$ cat config.mk
export PLATFORM = sky130hd
export DESIGN_NAME = alarm_buzzer_pattern_sequencer
export DESIGN_NICKNAME = d
export VERILOG_FILES = /design/src/rtl/abs_pkg.sv /design/src/rtl/abs_cfg_regs.sv /design/src/rtl/abs_step.sv /design/src/rtl/alarm_buzzer_pattern_sequencer.sv
export SDC_FILE = /design/constraint.sdc
export NUM_CORES = 1
export LEC_CHECK = 0
export ABC_AREA = 1
export BUFFER_PORTS_ARGS = -buffer_cell sky130_fd_sc_hd__buf_2
export CAP_MARGIN = 15
export CORE_ASPECT_RATIO = 0.9
export CORE_MARGIN = 3
export CORE_UTILIZATION = 50
export CTS_CLUSTER_SIZE = 24
export DETAILED_ROUTE_END_ITERATION = 7
export PLACE_DENSITY = 0.77
export SYNTH_ARGS = -nofsm -noshare
export SYNTH_HDL_FRONTEND = slang
export SYNTH_SLANG_ARGS = --single-unit
$ cat constraint.sdc
create_clock -name clk -period 4.1 [get_ports clk]
set_clock_uncertainty 0.15 [all_clocks]
set_input_delay 0.205 -clock clk [delete_from_list [all_inputs] [get_ports clk]]
set_output_delay 0.205 -clock clk [all_outputs]
set_load 0.03 [all_outputs]
$ cat src/rtl/abs_pkg.sv
// Shared codes, widths and types of the buzzer pattern sequencer.
package abs_pkg;

  localparam int REG_W     = 16;
  localparam int NUM_REGS  = 8;
  localparam int CFG_IDX_W = 4;
  localparam int WIDE_W    = 32;

  // Register indexes
  localparam logic [CFG_IDX_W-1:0] REG_WARN_ON   = 4'd0;
  localparam logic [CFG_IDX_W-1:0] REG_WARN_OFF  = 4'd1;
  localparam logic [CFG_IDX_W-1:0] REG_ALRM_ON   = 4'd2;
  localparam logic [CFG_IDX_W-1:0] REG_ALRM_OFF  = 4'd3;
  localparam logic [CFG_IDX_W-1:0] REG_ERR_ON    = 4'd4;
  localparam logic [CFG_IDX_W-1:0] REG_ERR_GAP   = 4'd5;
  localparam logic [CFG_IDX_W-1:0] REG_ERR_PAUSE = 4'd6;
  localparam logic [CFG_IDX_W-1:0] REG_BEEP_ON   = 4'd7;

  localparam logic [REG_W-1:0] RST_WARN_ON   = 16'd500;
  localparam logic [REG_W-1:0] RST_WARN_OFF  = 16'd500;
  localparam logic [REG_W-1:0] RST_ALRM_ON   = 16'd200;
  localparam logic [REG_W-1:0] RST_ALRM_OFF  = 16'd200;
  localparam logic [REG_W-1:0] RST_ERR_ON    = 16'd100;
  localparam logic [REG_W-1:0] RST_ERR_GAP   = 16'd100;
  localparam logic [REG_W-1:0] RST_ERR_PAUSE = 16'd1000;
  localparam logic [REG_W-1:0] RST_BEEP_ON   = 16'd100;

  // Operations
  localparam logic OP_TICK    = 1'b0;
  localparam logic OP_REQUEST = 1'b1;

  // Alarm types
  localparam logic [2:0] AT_NORMAL     = 3'd0;
  localparam logic [2:0] AT_INDICATION = 3'd1;
  localparam logic [2:0] AT_PREVENTIVE = 3'd2;
  localparam logic [2:0] AT_EMERGENCY  = 3'd3;
  localparam logic [2:0] AT_IND_PREV   = 3'd4;
  localparam logic [2:0] AT_IND_EMERG  = 3'd5;
  localparam logic [2:0] AT_ERROR      = 3'd6;
  localparam logic [2:0] AT_BEEP       = 3'd7;

  // Phase codes
  localparam logic [3:0] PH_IDLE       = 4'd0;
  localparam logic [3:0] PH_STOP       = 4'd1;
  localparam logic [3:0] PH_WARN_START = 4'd2;
  localparam logic [3:0] PH_WARN_ON    = 4'd3;
  localparam logic [3:0] PH_WARN_OFF   = 4'd4;
  localparam logic [3:0] PH_ALRM_START = 4'd5;
  localparam logic [3:0] PH_ALRM_ON    = 4'd6;
  localparam logic [3:0] PH_ALRM_OFF   = 4'd7;
  localparam logic [3:0] PH_ERR_START  = 4'd8;
  localparam logic [3:0] PH_ERR_ON     = 4'd9;
  localparam logic [3:0] PH_ERR_GAP    = 4'd10;
  localparam logic [3:0] PH_ERR_ON2    = 4'd11;
  localparam logic [3:0] PH_ERR_PAUSE  = 4'd12;
  localparam logic [3:0] PH_BEEP_START = 4'd13;
  localparam logic [3:0] PH_BEEP_ON    = 4'd14;

  // Buzzer levels
  localparam logic [1:0] LVL_OFF  = 2'd0;
  localparam logic [1:0] LVL_LOW  = 2'd1;
  localparam logic [1:0] LVL_HIGH = 2'd2;

  typedef logic [NUM_REGS-1:0][REG_W-1:0] dur_regs_t;

  typedef struct packed {
    logic [3:0] phase;
    logic [3:0] saved_phase;
    logic [1:0] drive_level;
  } seq_state_t;

endpackage

$ cat src/rtl/abs_cfg_regs.sv
// Duration register file of the buzzer pattern sequencer.
module abs_cfg_regs (
  input  logic                        clk,
  input  logic                        rst_n,
  input  logic                        cfg_we,
  input  logic [abs_pkg::CFG_IDX_W-1:0] cfg_index,
  input  logic [abs_pkg::REG_W-1:0]   cfg_data,
  output abs_pkg::dur_regs_t          dur_regs
);
  import abs_pkg::*;

  dur_regs_t regs_r;

  always_ff @(posedge clk) begin
    if (!rst_n) begin
      regs_r[REG_WARN_ON[2:0]]   <= RST_WARN_ON;
      regs_r[REG_WARN_OFF[2:0]]  <= RST_WARN_OFF;
      regs_r[REG_ALRM_ON[2:0]]   <= RST_ALRM_ON;
      regs_r[REG_ALRM_OFF[2:0]]  <= RST_ALRM_OFF;
      regs_r[REG_ERR_ON[2:0]]    <= RST_ERR_ON;
      regs_r[REG_ERR_GAP[2:0]]   <= RST_ERR_GAP;
      regs_r[REG_ERR_PAUSE[2:0]] <= RST_ERR_PAUSE;
      regs_r[REG_BEEP_ON[2:0]]   <= RST_BEEP_ON;
    end else if (cfg_we && !cfg_index[CFG_IDX_W-1]) begin
      // drop writes beyond the last register
      regs_r[cfg_index[CFG_IDX_W-2:0]] <= cfg_data;
    end
  end

  assign dur_regs = regs_r;

endmodule

$ cat src/rtl/abs_step.sv
// Next-state logic of the pattern phase machine for one tick or request.
module abs_step #(
  parameter int TIMER_BITS = 16
) (
  input  logic                    op,
  input  logic [2:0]              alarm_type,
  input  abs_pkg::seq_state_t     cur,
  input  logic [TIMER_BITS-1:0]   timer,
  input  abs_pkg::dur_regs_t      dur_regs,
  output abs_pkg::seq_state_t     nxt,
  output logic [TIMER_BITS-1:0]   timer_nxt,
  output logic                    refresh
);
  import abs_pkg::*;

  logic [TIMER_BITS-1:0] dec;
  logic                  expired;
  logic                  load;
  logic [2:0]            load_idx;
  logic [WIDE_W-1:0]     load_wide;
  logic [TIMER_BITS-1:0] load_val;

  assign dec     = (timer == '0) ? '0 : timer - 1'b1;
  assign expired = (dec == '0);

  // saturate a duration to the timer range
  assign load_wide = {{(WIDE_W-REG_W){1'b0}}, dur_regs[load_idx]};
  assign load_val  = (|(load_wide >> TIMER_BITS)) ? '1 : load_wide[TIMER_BITS-1:0];

  always_comb begin
    nxt      = cur;
    refresh  = 1'b0;
    load     = 1'b0;
    load_idx = REG_WARN_ON[2:0];
    if (op == OP_REQUEST) begin
      nxt.saved_phase = cur.phase;
      case (alarm_type)
        AT_NORMAL, AT_INDICATION: nxt.phase = PH_STOP;
        AT_PREVENTIVE:            nxt.phase = PH_WARN_START;
        AT_EMERGENCY:             nxt.phase = PH_ALRM_START;
        AT_ERROR:                 nxt.phase = PH_ERR_START;
        AT_BEEP:                  nxt.phase = PH_BEEP_START;
        default:                  nxt.phase = cur.phase;
      endcase
    end else begin
      case (cur.phase)
        PH_WARN_START: begin
          load = 1'b1; load_idx = REG_WARN_ON[2:0];
          nxt.drive_level = LVL_LOW; nxt.phase = PH_WARN_ON;
        end
        PH_WARN_ON: if (expired) begin
          load = 1'b1; load_idx = REG_WARN_OFF[2:0]; refresh = 1'b1;
          nxt.drive_level = LVL_OFF; nxt.phase = PH_WARN_OFF;
        end
        PH_WARN_OFF: if (expired) begin
          load = 1'b1; load_idx = REG_WARN_ON[2:0];
          nxt.drive_level = LVL_LOW; nxt.phase = PH_WARN_ON;
        end
        PH_ALRM_START: begin
          load = 1'b1; load_idx = REG_ALRM_ON[2:0];
          nxt.drive_level = LVL_HIGH; nxt.phase = PH_ALRM_ON;
        end
        PH_ALRM_ON: if (expired) begin
          load = 1'b1; load_idx = REG_ALRM_OFF[2:0]; refresh = 1'b1;
          nxt.drive_level = LVL_OFF; nxt.phase = PH_ALRM_OFF;
        end
        PH_ALRM_OFF: if (expired) begin
          load = 1'b1; load_idx = REG_ALRM_ON[2:0];
          nxt.drive_level = LVL_HIGH; nxt.phase = PH_ALRM_ON;
        end
        PH_ERR_START: begin
          load = 1'b1; load_idx = REG_ERR_ON[2:0];
          nxt.drive_level = LVL_HIGH; nxt.phase = PH_ERR_ON;
        end
        PH_ERR_ON: if (expired) begin
          load = 1'b1; load_idx = REG_ERR_GAP[2:0]; refresh = 1'b1;
          nxt.drive_level = LVL_OFF; nxt.phase = PH_ERR_GAP;
        end
        PH_ERR_GAP: if (expired) begin
          load = 1'b1; load_idx = REG_ERR_ON[2:0];
          nxt.drive_level = LVL_HIGH; nxt.phase = PH_ERR_ON2;
        end
        PH_ERR_ON2: if (expired) begin
          load = 1'b1; load_idx = REG_ERR_PAUSE[2:0]; refresh = 1'b1;
          nxt.drive_level = LVL_OFF; nxt.phase = PH_ERR_PAUSE;
        end
        PH_ERR_PAUSE: if (expired) begin
          load = 1'b1; load_idx = REG_ERR_ON[2:0];
          nxt.drive_level = LVL_HIGH; nxt.phase = PH_ERR_ON;
        end
        PH_BEEP_START: begin
          load = 1'b1; load_idx = REG_BEEP_ON[2:0];
          nxt.drive_level = LVL_HIGH; nxt.phase = PH_BEEP_ON;
        end
        PH_BEEP_ON: if (expired) begin
          refresh = 1'b1;
          nxt.drive_level = LVL_OFF; nxt.phase = cur.saved_phase;
        end
        PH_STOP: begin
          refresh = 1'b1;
          nxt.drive_level = LVL_OFF; nxt.phase = PH_IDLE;
        end
        default: ;
      endcase
    end
  end

  // requests leave the timer alone; ticks decrement and may reload
  assign timer_nxt = (op == OP_REQUEST) ? timer : (load ? load_val : dec);

endmodule

$ cat src/rtl/alarm_buzzer_pattern_sequencer.sv
// Top level of the buzzer alarm pattern sequencer.
// Each input transfer is a tick (operation 0) or an alarm-type request
// (operation 1) and yields exactly one result transfer: the buzzer level, a
// refresh strobe raised when that item turned the buzzer off, and the phase
// code now in force. The block takes one item per clock while the output is
// not stalled. The input register holds the item; the phase machine and timer
// then update and load the output register, which holds the result while
// out_stall is high. The phase/timer state loop commits once per item. in_stall
// rises only when the input register is full and the output register is full
// and stalled. Duration registers are to be written by the user through the
// cfg port only while no item is in flight; the block does not enforce this.
// Indexes 8 and up are dropped. The timer is TIMER_BITS wide; durations beyond
// its range load as its maximum.
module alarm_buzzer_pattern_sequencer #(
  parameter int TIMER_BITS = 16
) (
  input  logic                           clk,
  input  logic                           rst_n,
  // input channel
  input  logic                           in_valid,
  output logic                           in_stall,
  input  logic                           in_operation,
  input  logic [2:0]                     in_alarm_type,
  // result channel
  output logic                           out_valid,
  input  logic                           out_stall,
  output logic [1:0]                     out_buzzer_drive,
  output logic                           out_refresh_pulse,
  output logic [3:0]                     out_pattern_state,
  // configuration
  input  logic                           cfg_we,
  input  logic [abs_pkg::CFG_IDX_W-1:0]  cfg_index,
  input  logic [abs_pkg::REG_W-1:0]      cfg_data
);
  import abs_pkg::*;

  dur_regs_t             dur_regs;

  // input register
  logic                  in_valid_r;
  logic                  in_op_r;
  logic [2:0]            in_type_r;

  // sequencer state
  seq_state_t            state_r;
  seq_state_t            state_nxt;
  logic [TIMER_BITS-1:0] timer_r;
  logic [TIMER_BITS-1:0] timer_nxt;
  logic                  refresh_nxt;

  // output register
  logic                  out_valid_r;
  logic [1:0]            drive_r;
  logic                  refresh_r;
  logic [3:0]            pstate_r;

  logic                  out_free;
  logic                  step_go;
  logic                  in_take;

  abs_cfg_regs u_cfg (
    .clk      (clk),
    .rst_n    (rst_n),
    .cfg_we   (cfg_we),
    .cfg_index(cfg_index),
    .cfg_data (cfg_data),
    .dur_regs (dur_regs)
  );

  abs_step #(
    .TIMER_BITS(TIMER_BITS)
  ) u_step (
    .op        (in_op_r),
    .alarm_type(in_type_r),
    .cur       (state_r),
    .timer     (timer_r),
    .dur_regs  (dur_regs),
    .nxt       (state_nxt),
    .timer_nxt (timer_nxt),
    .refresh   (refresh_nxt)
  );

  // advance the output register when it is empty or being taken
  assign out_free = !out_valid_r || !out_stall;
  assign step_go  = in_valid_r && out_free;
  assign in_stall = in_valid_r && !out_free;
  assign in_take  = in_valid && !in_stall;

  always_ff @(posedge clk) begin
    if (!rst_n) begin
      in_valid_r <= 1'b0;
    end else if (in_take) begin
      in_valid_r <= 1'b1;
    end else if (step_go) begin
      in_valid_r <= 1'b0;
    end
  end

  always_ff @(posedge clk) begin
    if (in_take) begin
      in_op_r   <= in_operation;
      in_type_r <= in_alarm_type;
    end
  end

  // commit the phase machine once per item
  always_ff @(posedge clk) begin
    if (!rst_n) begin
      state_r.phase       <= PH_STOP;
      state_r.saved_phase <= PH_STOP;
      state_r.drive_level <= LVL_OFF;
      timer_r             <= '0;
    end else if (step_go) begin
      state_r <= state_nxt;
      timer_r <= timer_nxt;
    end
  end

  always_ff @(posedge clk) begin
    if (!rst_n) begin
      out_valid_r <= 1'b0;
    end else if (out_free) begin
      out_valid_r <= step_go;
    end
  end

  // hold the result while the consumer stalls
  always_ff @(posedge clk) begin
    if (step_go) begin
      drive_r   <= state_nxt.drive_level;
      refresh_r <= refresh_nxt;
      pstate_r  <= state_nxt.phase;
    end
  end

  assign out_valid         = out_valid_r;
  assign out_buzzer_drive  = drive_r;
  assign out_refresh_pulse = refresh_r;
  assign out_pattern_state = pstate_r;

endmodule

-- Word-level counts from Yosys, hierarchy flattened
Cells that the tools add are included.
- register bits after elaboration: 167
- output and inout bits: 9
- logic and storage cells: 105
- add/sub/neg operators: 1
- order comparisons: 3
- eq/ne operators: 19
- muxes and demuxes: 38
- bitwise operators: 1
- reduce and logical (&&, ||, !) cells: 24
- operator list (kind ; count):
    bitwise mux 128 bit ; 1
    two-way mux 16 bit ; 4
    one-hot mux 4 bit (14 select lines) ; 1
    binary-select mux 16 bit (select 3 bit) ; 1
    demux 16 bit (select 3 bit) ; 1
    two-way mux 4 bit ; 10
    logical NOT 16 bit ; 2
    equality test 4 bit, second input constant ; 7
    one-hot mux 3 bit (9 select lines) ; 1
    one-hot mux 4 bit (5 select lines) ; 1
    equality test 4 x 3 -> 1 bit, second input constant ; 4
    subtractor 16 x 1 -> 16 bit, second input constant ; 1
    two-way mux 2 bit ; 6
    two-way mux 3 bit ; 4
    one-hot mux 2 bit (6 select lines) ; 1
    equality test 4 x 2 -> 1 bit, second input constant ; 2
    less-than comparator 3 x 4 -> 1 bit, second input constant ; 2
    OR reduction 8 bit ; 1
    equality test 3 x 2 -> 1 bit, second input constant ; 2
    equality test 3 bit, second input constant ; 2
    OR reduction 3 bit ; 2
    logical AND 1 bit ; 5
    logical NOT 1 bit ; 5
    two-way mux 1 bit ; 5
    12 further kinds ; 15

-- Longest topological paths before layout
Gate-level depths: netlist of the first run.
- depth in word-level cells: 9
- depth in mapped cells: 21
- gate-level depth less buffers: 20

-- Modules after synthesis
From an unflattened synthesis of the first run, not the netlist that was laid out.
- cell total of the unflattened synthesis: 1592
- area total of the unflattened synthesis: 9833.2 um2
- modules (own cells, without submodules) (module ; times used ; cells each ; area each (um2) ; seq. area each (um2)):
    abs_cfg_regs ; 1 ; 696 ; 4887.2 ; 2562.5
    abs_step ; 1 ; 706 ; 3350.7 ; 0.0
    alarm_buzzer_pattern_sequencer ; 1 ; 190 ; 1595.3 ; 890.9

-- Worst setup path before layout of the first run
Ideal clock, no wire load.
- path kind: register -> register
- start point: register timer_r[0]
- end point: register timer_r[3]
- arrival time: 2.418 ns
- data required time: 3.831 ns
- setup slack: 1.412 ns
- stages on the path, launching flop included: 21
- path buffers: 3
- period minus slack after synthesis: 2.688 ns
- path through: dfxtp_1 inv_1 ha_1 nand2_2 nor2_2 nand2_4 buf_6 nand3_1 nand2_1 nor2_2 nand2_1 nor2_4 o21ai_2 nand2_4 buf_6 buf_6 nand3_1 nand3_2 nand3_1 nand3_1 a21oi_1
- longest elaborated chain between the ends: 9
- elaborated cells on any way between the ends: 18
- classes of those cells: 1 x add/sub; 15 x mux; 2 x reduce/logical
- ends and longest elaborated chain (what ; line ; text):
    start, declared ; alarm_buzzer_pattern_sequencer.sv:47 ; logic [TIMER_BITS-1:0] timer_r;
    start signal, assigned ; alarm_buzzer_pattern_sequencer.sv:115 ; timer_r <= timer_nxt;
    subtractor 16 x 1 -> 16 bit or logical NOT 16 bit (tied branches) ; abs_step.sv:23 ; assign dec = (timer == '0) ? '0 : timer - 1'b1;
    two-way mux 16 bit * ; abs_step.sv:23 ;
    logical NOT 16 bit ; abs_step.sv:24 ; assign expired = (dec == '0);
    two-way mux 3 bit (tied with other cells) ; abs_step.sv:75 ; PH_ERR_ON: if (expired) begin
    one-hot mux 3 bit (9 select lines) ; abs_step.sv:46 ; case (cur.phase)
    two-way mux 3 bit ; abs_step.sv:35 ; if (op == OP_REQUEST) begin
    binary-select mux 16 bit (select 3 bit) ; abs_step.sv:27 ; assign load_wide = {{(WIDE_W-REG_W){1'b0}}, dur_regs[load_idx]};
    two-way mux 16 bit (not written as such) ; abs_step.sv:27 ;
    two-way mux 16 bit * ; abs_step.sv:109 ; assign timer_nxt = (op == OP_REQUEST) ? timer : (load ? load_val : dec);
Every way passes the cells marked *; elsewhere a longest branch is shown, timed or not. The select of a mux whose other input is x is not followed.
A chain may end at the register's enable or synchronous reset.

-- Final worst setup path of the first run
- start point: register timer_r[0]
- end point: register timer_r[2]
The elaborated chain is that of the path after synthesis.

==> flow_summary.ini, run 1 <==
[status]
outcome = finished clean

[timing]
fin_crit_sh = 0.897
grt_setup_unrepaired = false
maxSlewHeadroom = 0.262
setup_viol = 0
fin_setup_tns_ps = 0
hold_violations = 0
worst_pin_slew_ps = 1110
fmax_mhz = 272
hold-worst-slack_ps = 130
slew_violations = 0
period_minus_slack_ps = 3680
finalWorstSetupSlack_ps = 423

[global_routing]
grt_pass1_wl_um = 40000
grt_pass1_vias = 7718
antenna_found_initial = 0
track_usage = 0.269
grt_max_degree = 123
grt-ovfl-total = 0

[clock_tree]
insertion_delay_ps = 440
root_buffer = clkbuf_16
clock_sinks = 167
h-tree-depth = 4
cts_resized = 0
cts_tree = done
path_clk_slew_ps = 70
cts_buffers = 17
clk_path_buf_depth = 2

[synth]
yosys.area.top_type = dfxtp_1
avgSynthCellArea_sq_um = 6.83
synth_edf_count = 11
ys_types = 35
synthTopCellsByArea = dfxtp_1 36%, nand3_1 11%, o21ai_0 9.5%
ys_seq_area_frac = 0.400
mappedNetlistNets = 1293
synthArstFlopShare = 0
synth_most_common_cell = nand3_1
synth_top_area_share = 0.362
synth-main-ff-cell = dfxtp_1
syn_area_sq_um = 8630
synthCells = 1263
yosys_warnings = 0
synthTopCellsByCount = 197 x nand3_1, 195 x inv_1, 164 x o21ai_0
ys_ff_latch = 167

[route]
drc = 0
totalWireLength_um = 25100
wl_per_cell_um = 16.7
dr.pass1.iters = 5
routed_via_density = 5.64
drt_iter0_drc = 848
ant_nets = 0
vias = 8494

[worst_setup_path]
reg2reg_from = timer_r[0]$_SDFFE_PN0P_
slowest_delay_ps = 410
reg2reg_setup_slack_ps = 420
crit_slowest_cell = buf_4
critPathKind = flip-flop to flip-flop
path_cells = inv_1 -> ha_1 -> nand2_2 -> nor2_2 -> nand2_4 -> nand3_1 -> nand2_1 -> inv_1 -> nand2_1 -> nor2_2 -> nand3_2 -> nand2_2 -> nand2_2 -> nand2_4 -> buf_4 -> nand3_1 -> nand3_1 -> nand3_1 -> nand3_1 -> a21oi_1
crit_family = simple AND/OR/NAND/NOR gates
cp-end-kind = flip-flop
cp_max_fo = 36
path_buf_inv = 3
critPathArrivalTime_ps = 3840
rr_endpoint = timer_r[2]$_SDFFE_PN0P_
required_ps = 4260
critPathLaunchType = flip-flop
r2r_cells = 20
cp_common_cell = nand3_1

[cells_and_area]
drive_gt1_frac = 0.0993
synthToLayoutAreaGrowth_pct = 12.6
seq_area_sq_um = 3450
nFillCells = 1567
multi_input_area_sq_um = 4060
nets = 1316
antenna_cells = 0
utilization = 0.588

[place]
gp_congestion = 0.931
port-buffer-count = 37
dp_hpwl_um = 15800
place_ws_ps = 509

[worst_hold_path]
min_path_type = input port to flip-flop
holdPathEnd = u_cfg.dur_regs[114]$_SDFFE_PN1P_
min_from = cfg_index[1]
whs_path_depth = 4

[floorplanning]
io_pins = 38
initial_utilization = 0.523
die_area_sq_um = 18900
coreArea_sq_um = 16500
rows = 44
die_h_um = 131
fp.dieW_um = 144

[pwr]
ir_worst_vdd_mv = 0.308
seqPwrFrac = 0.430
power.leakage_nw = 4.30
switching_share = 0.280
p_int_w = 0.00289
p_sw_w = 0.00113
combPwrFrac = 0.133
power_density_nw_per_um2 = 414
pwr-share-clk = 0.437

[flow_run]
max-cap-violations = 0
-- logic make-up (layout without fill, tap and decap cells) --
kind of cell	count (synthesis)	count (layout)	share of synthesized area
and+or+nand+nor	498	498	0.272
muxes	1	1	0.00116
DFF	167	167	0.400
adders and majority gates	1	1	0.00145
AOI/OAI and AO/OA	321	321	0.195
buffers and inverters	275	311	0.130
-- power by group through the flow --
stage	registers [W]	clock network, W	logic (W)
6_report	0.00173	0.00176	0.000535
3_5_place_dp	0.00176	0	0.000504
2_1_floorplan	0.00176	0	0.000370
5_1_grt	0.00173	0.00183	0.000601
4_1_cts	0.00173	0.00177	0.000525
3_3_place_gp	0.00176	0	0.000501
-- stage by stage --
stage	power [W]	area, sq um	instances
5_1_grt	0.00416	9710	1506
3_5_place_dp	0.00227	8840	1451
3_3_place_gp	0.00226	8840	1451
4_1_cts	0.00402	9710	1506
2_1_floorplan	0.00213	8630	1263
6_report	0.00402	9710	1506
-- how the worst max path moves through the flow --
stage | startpoint | endpoint | slack [ps] | cells after the start
floorplan | timer_r[0]$_SDFFE_PN0P_ | timer_r[3]$_SDFFE_PN0P_ | 1410 | 20
global placement | timer_r[0]$_SDFFE_PN0P_ | timer_r[2]$_SDFFE_PN0P_ | 600 | 18
detailed placement | timer_r[0]$_SDFFE_PN0P_ | timer_r[2]$_SDFFE_PN0P_ | 510 | 20
CTS | timer_r[0]$_SDFFE_PN0P_ | timer_r[2]$_SDFFE_PN0P_ | 480 | 20
global route | timer_r[0]$_SDFFE_PN0P_ | timer_r[2]$_SDFFE_PN0P_ | 40 | 20
finish | timer_r[0]$_SDFFE_PN0P_ | timer_r[2]$_SDFFE_PN0P_ | 420 | 20
-- tightest hold or removal path, delay by kind of cell --
family,cells,cell delay (ps)
buffers and inverters,1,120
AO/OA/AOI/OAI,1,170
AND/OR/NAND/NOR,2,190
-- final cells by class --
cell class | instances | share of cell area
tap | 207 | 0.0267
multi-input combinational | 821 | 0.418
sequential | 167 | 0.355
clock inverter | 13 | 0.0185
timing repair buffer | 76 | 0.0554
clock buffer | 19 | 0.0478
inverter | 203 | 0.0784
-- cell usage in the layout, fill, tap and decap left out, types with 7 or more instances in the layout --
master | netlist | routed
edfxtp_1 | 11 | 11
nand3_2 | 11 | 11
dfxtp_1 | 156 | 156
o211ai_1 | 16 | 16
nand3_1 | 197 | 197
a21oi_1 | 129 | 129
nand2_1 | 149 | 149
buf_2 | 12 | 36
nand3b_1 | 17 | 17
dlygate4sd3_1 | 0 | 23
o21ai_0 | 164 | 164
nor2_2 | 7 | 7
nor2_1 | 97 | 97
inv_1 | 195 | 195
buf_4 | 1 | 17
clkbuf_16 | 0 | 18
-- repair_timing --
item / 4_1_cts / 5_1_grt
hold buffers: 23 / 0
setup endpoints to repair: 0 / 0
hold endpoints to repair: 67 / 0
setup buffers: 0 / 0
-- flip-flops by register name (all words and copies together) (netlist names) --
| register | cells |
|---|---|
| out_buzzer_drive | 2 |
| in_op_r | 1 |
| u_cfg.dur_regs | 128 |
| out_valid | 1 |
| out_pattern_state | 4 |
| in_valid_r | 1 |
| state_r | 10 |
| timer_r | 16 |
| out_refresh_pulse | 1 |
| in_type_r | 3 |
-- metal layers --
metal,routed length (um),vias to the layer above,global-route usage
li1,-,4189,-
met1,11200,3895,0.368
met2,11300,360,0.423
met3,2150,50,0.0597
met4,467,0,0.0900
met5,0,-,0
Power figures use the tool's default switching activity.
==> run 2: changes to the inputs <==
--- a/config.mk
+++ b/config.mk
@@ -11,8 +11,9 @@
 export CORE_ASPECT_RATIO = 0.9
 export CORE_MARGIN = 3
-export CORE_UTILIZATION = 50
+export CORE_UTILIZATION = 40
+export CTS_CLUSTER_DIAMETER = 40
 export CTS_CLUSTER_SIZE = 24
 export DETAILED_ROUTE_END_ITERATION = 7
-export PLACE_DENSITY = 0.77
+export PLACE_DENSITY = 0.66
 export SYNTH_ARGS = -nofsm -noshare
 export SYNTH_HDL_FRONTEND = slang
==> constraint.sdc (replaced) <==
create_clock -name clk -period 4.1 [get_ports clk]
set_clock_uncertainty 0.15 [all_clocks]
set_input_delay 0.41 -clock clk [delete_from_list [all_inputs] [get_ports clk]]
set_output_delay 0.41 -clock clk [all_outputs]
set_load 0.03 [all_outputs]
==> flow_summary.ini, run 2 (synthesis gave the netlist of run 1 again) <==
[status]
outcome = finished clean

[global_routing]
grt-ovfl-total = 0
antenna_found_initial = 0
track_usage = 0.214
grt_max_degree = 73
grt_pass1_vias = 7703
grt_pass1_wl_um = 40800

[floorplanning]
rows = 50
initial_utilization = 0.411
io_pins = 38
die_area_sq_um = 23400
fp.dieW_um = 161
coreArea_sq_um = 21000
die_h_um = 145

[cells_and_area]
final_area_sq_um = 9590
nets = 1299
antenna_cells = 0
final_common_cell = nand3_1
drive_gt1_frac = 0.102
multi_input_area_sq_um = 4060
nFillCells = 2176
layout.cells.most_common_list = 197 x nand3_1, 195 x inv_1, 164 x o21ai_0
final_cells = 1568
seq_area_sq_um = 3450
synthToLayoutAreaGrowth_pct = 11.1
largest_reg_flops = 128

[timing]
hold-worst-slack_ps = 98.6
fin_crit_sh = 0.811
slew_violations = 0
fin_setup_tns_ps = 0
fmax_mhz = 301
setup_viol = 0
period_minus_slack_ps = 3330
worst_pin_slew_ps = 908
grt_setup_unrepaired = false
hold_violations = 0
maxSlewHeadroom = 0.394

[pwr]
p_int_w = 0.00266
power_density_nw_per_um2 = 399
power.leakage_nw = 4.20
switching_share = 0.304
ir_worst_vdd_mv = 0.186
p_sw_w = 0.00117
seqPwrFrac = 0.451
combPwrFrac = 0.135
pwr-share-clk = 0.414

[worst_setup_path]
critPathLaunchType = flip-flop
cp-end-kind = flip-flop
critPathKind = flip-flop to flip-flop
reg2reg_setup_slack_ps = 770
cp_max_fo = 32
rr_endpoint = timer_r[9]$_SDFFE_PN0P_
required_ps = 4310
reg2reg_from = timer_r[0]$_SDFFE_PN0P_
critPathLaunch = timer_r[0]$_SDFFE_PN0P_
critPathArrivalTime_ps = 3540
r2r_cells = 18

[route]
ant_nets = 0
wl_per_cell_um = 15.9
dr.pass1.iters = 5
routed_via_density = 5.22
totalWireLength_um = 24900
drt_iter0_drc = 592
vias = 8192
drc = 0

[worst_hold_path]
whs_path_depth = 3
min_from = in_valid
min_path_type = input port to flip-flop
holdPathEnd = in_valid_r$_SDFFE_PN0P_

[place]
placedCellCount = 1532
dp_hpwl_um = 16300
gp_congestion = 0.914
placed_area_sq_um = 8970
port-buffer-count = 37

[clock_tree]
post_cts_buffers = 0
path_clk_slew_ps = 70
cts_buffers = 17
root_buffer = clkbuf_16
clock_sinks = 167
clk_path_buf_depth = 2
cts_resized = 0
cts_tree = done
insertion_delay_ps = 440
h-tree-depth = 4

[flow_run]
max-cap-violations = 0
[run 2: layer usage]
layer / GRT usage / routed length [um]
met1: 0.300 / 11900
met2: 0.336 / 11100
met3: 0.0430 / 1450
met4: 0.0641 / 405
met5: 0 / 0
[run 2: worst max-delay path by stage]
stage | depth (start not counted) | end
after floorplan | 20 | timer_r[3]$_SDFFE_PN0P_
after global placement | 18 | timer_r[9]$_SDFFE_PN0P_
after detailed placement | 18 | timer_r[9]$_SDFFE_PN0P_
after CTS | 18 | timer_r[9]$_SDFFE_PN0P_
after global routing | 18 | timer_r[13]$_SDFFE_PN0P_
final | 18 | timer_r[9]$_SDFFE_PN0P_
[run 2: cell type report]
type,count,area share
multi-input cells,821,0.423
flip-flops and latches,167,0.360
inverters,203,0.0795
clock buffers,17,0.0444
repair buffers,59,0.0391
well taps,286,0.0373
clock inverters,15,0.0163
[run 2: per-stage QoR]
step / power, W / setup WS, ps / util
finish: 0.00383 / 775 / 0.456
global route: 0.00401 / 503 / 0.456
CTS: 0.00386 / 803 / 0.456
detailed placement: 0.00227 / 820 / 0.427
global placement: 0.00227 / 916 / 0.427
floorplan: 0.00213 / 1410 / -
[run 2: worst max-delay path, stage by stage, from the launching register on]
cell and delay (ps):
dfxtp_1 320, inv_1 140, ha_1 240, nand2_2 100, nor2_2 160, nand2_4 140
nand3_1 160, nand2_1 90, nor2_2 150, nand2_1 110, nor2_4 150, o21ai_2 100
nand2_4 260, nand2_4 320, nand2_1 150, nand3_1 80, nand3_1 90, nand3_1 150
a21oi_1 160
[run 2: repair_timing]
item | CTS | global route
hold endpoints to repair | 3 | 1
endpoints found under the setup margin | 0 | 0
hold buffers | 3 | 1
[run 2: power by group through the flow]
| stage | clock network (W) | logic (W) | registers, W |
|---|---|---|---|
| floorplan | 0 | 0.000370 | 0.00176 |
| global placement | 0 | 0.000507 | 0.00176 |
| detailed placement | 0 | 0.000510 | 0.00176 |
| CTS | 0.00162 | 0.000515 | 0.00173 |
| global route | 0.00168 | 0.000589 | 0.00173 |
| finish | 0.00159 | 0.000517 | 0.00173 |
==> run 3: changes to the inputs <==
- clock period: 4.1 -> 3.1 ns (I/O delays scaled with it)
==> flow_summary.ini, run 3 (synthesis gave the netlist of run 1 again) <==
[route]
wl_per_cell_um = 16.4
totalWireLength_um = 26100
routed_via_density = 5.32
dr.pass1.iters = 5
drt_iter0_drc = 804
ant_nets = 0
drc = 0
vias = 8456

[clock_tree]
cts_tree = done
root_buffer = clkbuf_16
insertion_delay_ps = 440
clock_sinks = 167
path_clk_slew_ps = 70
cts_buffers = 17
clk_path_buf_depth = 2
h-tree-depth = 4

[cells_and_area]
nets = 1323
layout.cells.most_common_list = 193 x inv_1, 189 x nand3_1, 161 x o21ai_0
antenna_cells = 0
final_area_sq_um = 9950
drive_gt1_frac = 0.132
final_common_cell = inv_1
synthToLayoutAreaGrowth_pct = 15.3
largest_reg_flops = 128

[timing]
worst_pin_slew_ps = 961
hold-worst-slack_ps = 18.8
hold_violations = 0
maxSlewHeadroom = 0.359
fmax_mhz = 335
fin_crit_sh = 0.963
period_minus_slack_ps = 2990
fin_setup_tns_ps = 0
setup_viol = 0
slew_violations = 0

[worst_setup_path]
critPathArrivalTime_ps = 3160
crit_family = simple AND/OR/NAND/NOR gates
path_buf_inv = 2
slowest_delay_ps = 380
cp-end-kind = flip-flop
cp_common_cell = nand3_1
critPathKind = flip-flop to flip-flop
required_ps = 3280
cp_max_fo = 24
path_cells = nor2_2 -> nand2_2 -> nor2_4 -> nand2_4 -> o21ai_1 -> nand3_1 -> nor2_2 -> nand3_2 -> nand2_2 -> nand2_4 -> nand2_8 -> buf_4 -> clkbuf_16 -> nand3_1 -> nand3_2 -> nand3_1 -> nand3_1 -> a21oi_1
critPathLaunchType = flip-flop
crit_slowest_cell = dfxtp_2

[floorplanning]
die_area_sq_um = 23400
coreArea_sq_um = 21000
rows = 50
io_pins = 38
fp.dieW_um = 161
initial_utilization = 0.411
die_h_um = 145

[global_routing]
grt_max_degree = 139
track_usage = 0.216
antenna_found_initial = 0
grt_pass1_vias = 7708
grt_pass1_wl_um = 40600
grt-ovfl-total = 0

[pwr]
power.leakage_nw = 4.38
ir_worst_vdd_mv = 0.296
power_density_nw_per_um2 = 512

[place]
gp_congestion = 0.875
placed_area_sq_um = 9160
port-buffer-count = 37
dp_hpwl_um = 16300

[flow_run]
max-cap-violations = 0

[status]
outcome = finished clean

[worst_hold_path]
min_path_type = input port to flip-flop
run 3: cell types whose count changed in the layout (fill, tap and decap cells not counted), moves of 4 or more:
cell and change:
buf_12 +5, buf_4 +15, clkinv_4 -4, dfxtp_1 -4
dfxtp_2 +4, inv_8 -7, nand3_1 -8, nand3_2 +8
nor2_1 -4
run 3: worst paths after layout:
kind	from	cells past startpoint	slack [ps]	to
max	timer_r[2]$_SDFFE_PN0P_	18	110	timer_r[6]$_SDFFE_PN0P_
min	in_valid	3	20	in_valid_r$_SDFFE_PN0P_
max reg2reg	timer_r[2]$_SDFFE_PN0P_	18	110	timer_r[6]$_SDFFE_PN0P_
min reg2reg	u_cfg.dur_regs[46]$_SDFFE_PN0P_	2	300	u_cfg.dur_regs[46]$_SDFFE_PN0P_
run 3: report_power, final:
group | total, W | internal (W) | switching [W]
Combinational | 0.000755 | 0.000240 | 0.000515
Clock | 0.00205 | 0.00114 | 0.000908
Sequential | 0.00229 | 0.00224 | 0.0000451
Total | 0.00509 | 0.00362 | 0.00147
run 3: layout make-up:
type / instances / area, sq um
Multi-Input combinational cell: 823 / 4170
Fill cell: 2124 / 11100
Inverter: 203 / 767
Clock buffer: 20 / 457
Clock inverter: 10 / 96.3
Tap cell: 286 / 358
Timing Repair Buffer: 81 / 641
Sequential cell: 167 / 3460
run 3: tightest hold or removal path, cell delays in order:
cell	delay [ps]
buf_2	100
nand2_1	70
a21oi_1	70
run 3: routing by layer:
layer,track usage,vias to the layer above,part of all wire
li1,-,4211,-
met1,0.303,3875,0.46
met2,0.335,317,0.44
met3,0.0384,53,0.073
met4,0.0744,0,0.024
met5,0,-,0
run 3: what timing repair did:
item,4_1_cts,5_1_grt
hold endpoints to repair,4,0
buffers inserted,0,5
gates resized for setup,0,34
setup endpoints to repair,0,20
hold buffers,4,0
run 3: stage by stage:
step                total power (W)  instances  utilization  worst slack (ps)
global route                0.00529       1590        0.473             -42.7
detailed placement          0.00303       1548        0.436              72.0
CTS                         0.00506       1582        0.464              59.5
global placement            0.00303       1548        0.436               112
floorplan                   0.00282       1263            -               412
finish                      0.00509       1590        0.473               113
